### config.mk
export PLATFORM = sky130hd
export DESIGN_NAME = apnd_ctrl
export DESIGN_NICKNAME = d
export VERILOG_FILES = /design/src/hdl/apnd_pkg.sv /design/src/hdl/apnd_ctrl.sv
export SDC_FILE = /design/constraint.sdc
export NUM_CORES = 1
export LEC_CHECK = 0
export BUFFER_PORTS_ARGS = -buffer_cell sky130_fd_sc_hd__buf_2
export CAP_MARGIN = 20
export CORE_AREA = 2 2 39 41
export CTS_BUF_LIST = sky130_fd_sc_hd__clkbuf_4 sky130_fd_sc_hd__clkbuf_8
export CTS_CLUSTER_DIAMETER = 100
export DETAILED_ROUTE_END_ITERATION = 7
export DIE_AREA = 0 0 41 43
export PLACE_DENSITY_LB_ADDON = 0.15
export SLEW_MARGIN = 30
export SYNTH_ARGS = -nofsm -noshare
export SYNTH_HDL_FRONTEND = slang
export SYNTH_SLANG_ARGS = --single-unit
### constraint.sdc
create_clock -name clk -period 1.4 [get_ports clk]
set_input_delay 0.07 -clock clk [delete_from_list [all_inputs] [get_ports clk]]
set_output_delay 0.07 -clock clk [all_outputs]
set_load 0.01 [all_outputs]
### src/hdl/apnd_pkg.sv
// Shared types, constants and helper functions for the autocorrelation pitch detector.
// No dependencies; every other file of the block uses this package.
package apnd_pkg;

    // Default sizes handed down from the top level
    localparam int MAX_WINDOW_DEF  = 2048;
    localparam int SAMPLE_BITS_DEF = 18;

    // Register and field widths
    localparam int CFG_IDX_BITS  = 3;
    localparam int CFG_DATA_BITS = 47;
    localparam int WLOG_BITS     = 4;
    localparam int HOP_BITS      = 12;
    localparam int FRAC_BITS     = 16;
    localparam int NOISE_BITS    = 47;
    localparam int RATE_BITS     = 18;
    localparam int NOTE_BITS     = 7;
    localparam int PERIOD_BITS   = 11;

    // Log2 unit: input width and Q16 result width (5 integer bits)
    localparam int LOG_IN_BITS = 18;
    localparam int LOG_E_BITS  = 5;
    localparam int LOG_F_BITS  = 16;
    localparam int LOG_Q_BITS  = LOG_E_BITS + LOG_F_BITS;

    // Algorithm constants
    localparam int MIN_WINDOW_LOG2 = 5;
    localparam int REF_PITCH_HZ    = 440;
    localparam int REF_NOTE        = 69;
    localparam int TOP_NOTE        = 127;
    localparam int RANGE_LIMIT     = 32768;
    localparam int NOTE_SEMITONES  = 12;

    // Register reset values
    localparam int RST_WINDOW_LOG2 = 11;
    localparam int RST_HOP_SIZE    = 512;
    localparam int RST_CORR_FRAC   = 32768;
    localparam int RST_SAMPLE_RATE = 48000;

    // Register indexes on the configuration port
    typedef enum logic [CFG_IDX_BITS-1:0] {
        CFG_WINDOW_LOG2    = 3'd0,
        CFG_HOP_SIZE       = 3'd1,
        CFG_CORR_FRACTION  = 3'd2,
        CFG_NOISE_FLOOR    = 3'd3,
        CFG_SAMPLE_RATE_HZ = 3'd4,
        CFG_RANGE_CHECK_ON = 3'd5
    } cfg_index_t;

    typedef struct packed {
        logic [WLOG_BITS-1:0]  window_log2;
        logic [HOP_BITS-1:0]   hop_size;
        logic [FRAC_BITS-1:0]  corr_fraction;
        logic [NOISE_BITS-1:0] noise_floor;
        logic [RATE_BITS-1:0]  sample_rate_hz;
        logic                  range_check_on;
    } cfg_t;

    // Controller states
    typedef enum logic [3:0] {
        ST_IDLE,
        ST_ISSUE,
        ST_DRAIN1,
        ST_DRAIN2,
        ST_EVAL,
        ST_THR1,
        ST_THR2,
        ST_LOGF_GO,
        ST_LOGF_WAIT,
        ST_LOGT_GO,
        ST_LOGT_WAIT,
        ST_NOTE,
        ST_PUT,
        ST_HOP
    } ctrl_state_t;

    // Log2 unit phases
    typedef enum logic [1:0] {
        LOG_IDLE,
        LOG_NORM,
        LOG_SQUARE
    } log_phase_t;

    // Controller to datapath commands
    typedef struct packed {
        logic store;
        logic start;
        logic issue;
        logic eval;
        logic thr1;
        logic thr2;
        logic log_start;
        logic log_sel_t;
        logic save_lf;
        logic note_calc;
        logic out_load;
        logic hop;
    } cmd_t;

    // Datapath to controller status
    typedef struct packed {
        logic fill_done;
        logic last_issue;
        logic k_zero;
        logic k_last;
        logic peak_now;
        logic no_note;
        logic log_done;
        logic out_free;
    } status_t;

    // Q16 log2 of a constant, same rounds as the hardware unit
    function automatic logic [LOG_Q_BITS-1:0] log2_q16_const(input logic [31:0] v);
        logic [LOG_E_BITS-1:0] e;
        logic [63:0]           m;
        logic [LOG_F_BITS-1:0] f;
        e = '0;
        for (int i = 0; i < 32; i++) begin
            if (v[i]) e = LOG_E_BITS'(i);
        end
        m = 64'(v) << (30 - int'(e));
        f = '0;
        for (int i = 0; i < LOG_F_BITS; i++) begin
            m = (m * m) >> 30;
            if (m >= 64'h0000_0000_8000_0000) begin
                m = m >> 1;
                f[LOG_F_BITS-1-i] = 1'b1;
            end
        end
        return {e, f};
    endfunction

    localparam logic [LOG_Q_BITS-1:0] LOG2_REF_PITCH = log2_q16_const(32'(REF_PITCH_HZ));

endpackage

### src/hdl/apnd_ctrl.sv
// Controller state machine: sequences sample intake, lag sums, threshold, log2 and output.
// Depends on apnd_pkg; drives apnd_dp through cmd_t and reads status_t.
module apnd_ctrl (
    input  logic              clk,
    input  logic              rst_n,
    input  logic              in_valid,
    output logic              in_ready,
    input  apnd_pkg::status_t status,
    output apnd_pkg::cmd_t    cmd
);
    import apnd_pkg::*;

    ctrl_state_t state_reg, state_next;

    // Next state
    always_comb
    begin
        state_next = state_reg;
        unique case (state_reg)
            ST_IDLE:      if (in_valid && status.fill_done) state_next = ST_ISSUE;
            ST_ISSUE:     if (status.last_issue) state_next = ST_DRAIN1;
            ST_DRAIN1:    state_next = ST_DRAIN2;
            ST_DRAIN2:    state_next = ST_EVAL;
            ST_EVAL:
            begin
                if (status.k_zero)
                    state_next = ST_THR1;
                else if (status.peak_now || status.k_last)
                    state_next = status.no_note ? ST_NOTE : ST_LOGF_GO;
                else
                    state_next = ST_ISSUE;
            end
            ST_THR1:      state_next = ST_THR2;
            ST_THR2:      state_next = ST_ISSUE;
            ST_LOGF_GO:   state_next = ST_LOGF_WAIT;
            ST_LOGF_WAIT: if (status.log_done) state_next = ST_LOGT_GO;
            ST_LOGT_GO:   state_next = ST_LOGT_WAIT;
            ST_LOGT_WAIT: if (status.log_done) state_next = ST_NOTE;
            ST_NOTE:      state_next = ST_PUT;
            ST_PUT:       if (status.out_free) state_next = ST_HOP;
            ST_HOP:       state_next = ST_IDLE;
            default:      state_next = ST_IDLE;
        endcase
    end

    // Commands
    always_comb
    begin
        cmd           = '0;
        in_ready      = (state_reg == ST_IDLE);
        cmd.store     = (state_reg == ST_IDLE) && in_valid;
        cmd.start     = (state_reg == ST_IDLE) && in_valid && status.fill_done;
        cmd.issue     = (state_reg == ST_ISSUE);
        cmd.eval      = (state_reg == ST_EVAL);
        cmd.thr1      = (state_reg == ST_THR1);
        cmd.thr2      = (state_reg == ST_THR2);
        cmd.log_start = (state_reg == ST_LOGF_GO) || (state_reg == ST_LOGT_GO);
        cmd.log_sel_t = (state_reg == ST_LOGT_GO);
        cmd.save_lf   = (state_reg == ST_LOGF_WAIT) && status.log_done;
        cmd.note_calc = (state_reg == ST_NOTE);
        cmd.out_load  = (state_reg == ST_PUT) && status.out_free;
        cmd.hop       = (state_reg == ST_HOP);
    end

    // State register
    always_ff @(posedge clk or negedge rst_n)
    begin
        if (!rst_n)
            state_reg <= ST_IDLE;
        else
            state_reg <= state_next;
    end

`ifndef NO_ASSERTIONS
    // The log path is only taken when a note is possible
    a_log_needs_note: assert property (@(posedge clk) disable iff (!rst_n)
        state_reg == ST_LOGF_WAIT |-> !status.no_note)
        else $error("log2 run while no note is possible");

    // The last element of a lag reaches evaluation after the pipeline drains
    a_drain_to_eval: assert property (@(posedge clk) disable iff (!rst_n)
        (state_reg == ST_ISSUE) && status.last_issue |=> ##2 state_reg == ST_EVAL)
        else $error("lag evaluation not reached after drain");

    // A new analysis starts at lag zero
    a_start_lag_zero: assert property (@(posedge clk) disable iff (!rst_n)
        cmd.start |=> (state_reg == ST_ISSUE) && status.k_zero)
        else $error("analysis did not start at lag zero");
`endif

endmodule

==> tab_implementation.tex <==
\begin{tabular}{lr}
\hline
Metric & Value \\
\hline
\multicolumn{2}{l}{\textbf{Clock network}} \\
TritonCTS clock tree & yes \\
Cts bufs inserted & 3 \\
Maximum root-to-sink buffer count & 2 \\
Insertion delay to the later sink of the worst-skew pair & 230 ps \\
Total clock sinks & 4 \\
Clock-pin slew on the worst setup and hold paths & $\sim$40 ps \\
Maximum level of the CTS H-tree & 1 \\
Root cell of the clock tree & sky130\_fd\_sc\_hd\_\_clkbuf\_4 \\
\multicolumn{2}{l}{\textbf{Synthesis}} \\
Avg Cell Area, Syn & between 8 and 9 um\^{}2 \\
Post-synth top flop & sky130\_fd\_sc\_hd\_\_dfrtp\_1 \\
Netlist cell types & 29 \\
Number of instances in the synthesized netlist & a little over 50 \\
Number of flip-flops and latches in the synthesized netlist & 4 \\
Fraction of synthesis flops using an asynchronous set or reset pin & 1.00 \\
Number of flops mapped to enable cells by yosys & 0 \\
Sequential area share after synthesis & 0.241 \\
Total of warnings raised by yosys & 0 \\
Mapped Area & $\sim$420 um\^{}2 \\
Post-synthesis net count & 62 \\
\multicolumn{2}{l}{\textbf{Detailed routing}} \\
DRT iter0 DRCs & 4 \\
Routed Wire Length & between 1 and 1.5 mm \\
Average routed wire per standard cell & 10.9 um \\
DRT Pass-1 Iters & 2 \\
Remaining routing DRC violations & 0 \\
Total vias in the final route & roughly 490 \\
Count of antenna-violating nets left after detailed routing & 0 \\
Via density per instance & 4.66 \\
\multicolumn{2}{l}{\textbf{GRT}} \\
Aggregate global-route resource usage & 0.139 \\
Number of antenna violations at the first check in global routing & 0 \\
Total congestion overflow after global routing & 0 \\
Pin count of the biggest net entering global routing & 14 \\
Via count of the first global-routing pass & around 420 \\
Global-route wire length before repair & between 1.5 and 2 mm \\
\multicolumn{2}{l}{\textbf{Critical path}} \\
Cells along the critical path & nor4\_4 > and3\_4 > buf\_6 \\
Launching instance or port of the critical path & state\_reg[1]\$\_DFFE\_PN0P\_ \\
Nature of the critical path startpoint & flip-flop \\
FF-to-FF Start & state\_reg[1]\$\_DFFE\_PN0P\_ \\
Startpoint-to-endpoint class of the critical path & reg2out \\
Required time at the endpoint of the critical path & 1330 ps \\
CP max-delay cell & sky130\_fd\_sc\_hd\_\_dfrtp\_2 \\
Capturing element type of the critical path & primary output \\
Crit-path max cell delay & 450 ps \\
CP Max Fanout & 6 \\
Endpoint arrival time on the critical path & about 1400 ps \\
\multicolumn{2}{l}{\textbf{Power and ir drop}} \\
Standby leakage power & 0.364 nW \\
Overall power after layout & $\sim$1.3 mW \\
Comb pwr share & 0.686 \\
Cell internal pwr & slightly below 800 uW \\
Portion of total power attributed to the clock network & 0.105 \\
Portion of total power attributed to sequential cells & 0.209 \\
Power dissipated by switching net loads & roughly 540 uW \\
Total power density per cell area & 1910 mW/mm\^{}2 \\
Maximum VDD drop & roughly 800 uV \\
Net switching fraction of the power & 0.409 \\
\multicolumn{2}{l}{\textbf{Placement}} \\
Routability Congestion & 0.705 \\
IO Port Bufs & 23 \\
Estimated wirelength of the detail-placed design & just under 800 um \\
Placement-stage cell area & about 540 um\^{}2 \\
\multicolumn{2}{l}{\textbf{STA}} \\
Unrepaired setup endpoints after global routing & yes \\
Minimum period implied by the final worst setup slack & between 1000 and 1500 ps \\
Pins over their slew limit & 0 \\
Final Hold Viols & 0 \\
Transition time at the pin with the least slew margin & 283 ps \\
Slew headroom & 0.810 \\
Final Worst Setup Slack & -33.8 ps \\
Setup skew after layout & 3.96 ps \\
Portion of the clock cycle consumed by the worst path in the final layout & 1.02 \\
Fmax & 697 MHz \\
Setup violators final & 2 \\
Worst hold slack after final layout & $\sim$160 ps \\
\multicolumn{2}{l}{\textbf{Die}} \\
Y dimension of the die & between 40 and 50 um \\
Starting density of the core & 0.300 \\
Die X-Extent & roughly 40 um \\
Die Area & about 0.0018 mm\^{}2 \\
Number of cell rows & 14 \\
Standard cell core area & 0.00138 mm\^{}2 \\
I/O Pins & 24 \\
\multicolumn{2}{l}{\textbf{Finish}} \\
Register area & $\sim$100 um\^{}2 \\
Share of final-layout standard cells stronger than drive strength 1 & 0.596 \\
Inserted Diodes & 0 \\
Most frequent cells in the layout & sky130\_fd\_sc\_hd\_\_buf\_2, sky130\_fd\_sc\_hd\_\_buf\_4, sky130\_fd\_sc\_hd\_\_nor2\_1 \\
Nets & between 100 and 150 \\
Number of flip-flops in the largest register & 4 \\
Most common cell after layout, fill and taps aside & sky130\_fd\_sc\_hd\_\_buf\_2 \\
Area added between synthesis and finish & 67.8\% \\
Multi-input logic area & 292 um\^{}2 \\
Filler cell count & between 100 and 150 \\
Final design instance area without fill & 697 um\^{}2 \\
\multicolumn{2}{l}{\textbf{Outcome}} \\
Violated checks & setup timing \\
Outcome & finished with violations \\
\multicolumn{2}{l}{\textbf{Run}} \\
Max capacitance violation total & 0 \\
\multicolumn{2}{l}{\textbf{Worst hold path}} \\
Class of the tightest hold or removal check & in2reg \\
Launch point of the worst hold path & status[6] \\
\hline
\end{tabular}
==> power groups by stage <==
stage               Clock (mW)  Sequential [mW]  Combinational, mW
finish                   0.140            0.279              0.914
floorplan                    0            0.192              0.581
global placement             0            0.307              0.630
global route             0.156            0.292              0.997
detailed placement           0            0.305              0.623
CTS                      0.146            0.297              0.722
==> worst max-delay path: cells and delay by family (launching register included) <==
kind                   cells  cell delay, ps
buffers and inverters      1              90
AND/OR/NAND/NOR            2             590
flip-flops                 1             450
==> cells by family after synthesis <==
| family | Yosys count | synth area share |
|---|---|---|
| AO/OA/AOI/OAI | 10 | 0.193 |
| flip-flops | 4 | 0.241 |
| multiplexers | 2 | 0.0482 |
| AND/OR/NAND/NOR | 29 | 0.416 |
| buffers and inverters | 6 | 0.102 |
==> layout make-up <==
class	count	area share
Clock buffer	3	0.0323
Inverter	2	0.0108
Multi-Input combinational cell	41	0.418
Sequential cell	4	0.149
Tap cell	16	0.0287
Timing Repair Buffer	39	0.361
==> path summary, 6_finish.rpt <==
kind / endpoint / slack (ps) / cells past startpoint
max: cmd[10] / -30 / 3
min: state_reg[0]$_DFFE_PN0P_ / 160 / 3
max reg2reg: state_reg[0]$_DFFE_PN0P_ / 90 / 4
min reg2reg: state_reg[1]$_DFFE_PN0P_ / 680 / 2
max in group asynchronous: state_reg[2]$_DFFE_PN0P_ / 1090 / 2
min in group asynchronous: state_reg[0]$_DFFE_PN0P_ / 180 / 2
==> metrics by stage <==
stage                     instances  TNS (ps)  setup slack (ps)   util
after detailed placement         89         0               101  0.389
after global placement           89         0               141  0.389
final                           105     -43.2             -33.8  0.504
after CTS                        96      -227             -84.0  0.444
after global routing            105      -346              -119  0.504
after floorplan                  51         0               141      -
==> synthesized netlist by cell type (2+ instances only) <==
master	n	area, um^2
sky130_fd_sc_hd__nor2_1	11	41.3
sky130_fd_sc_hd__dfrtp_1	4	100
sky130_fd_sc_hd__nand2_1	4	15.0
sky130_fd_sc_hd__buf_6	2	22.5
sky130_fd_sc_hd__inv_1	2	7.51
sky130_fd_sc_hd__mux2i_1	2	20.0
sky130_fd_sc_hd__nand2b_1	2	12.5
sky130_fd_sc_hd__nand3_1	2	10.0
sky130_fd_sc_hd__o21bai_1	2	15.0
==> per-layer routing <==
metal  up-vias  global-route usage  part of all wire
met2        12               0.238              0.54
met3         2              0.0471             0.042
met1       223               0.143              0.40
li1        252                   -                 -
met5         -                   0                 0
met4         0              0.0600             0.012
==> repair_timing <==
item	in CTS	in global routing
hold buffers	1	0
gates cloned	0	0
resized for setup	6	4
pin swaps	2	4
buffers inserted	3	9
endpoints found under the setup margin	8	11
hold endpoints to repair	4	0
No activity file was read; power rests on OpenSTA's default activity.
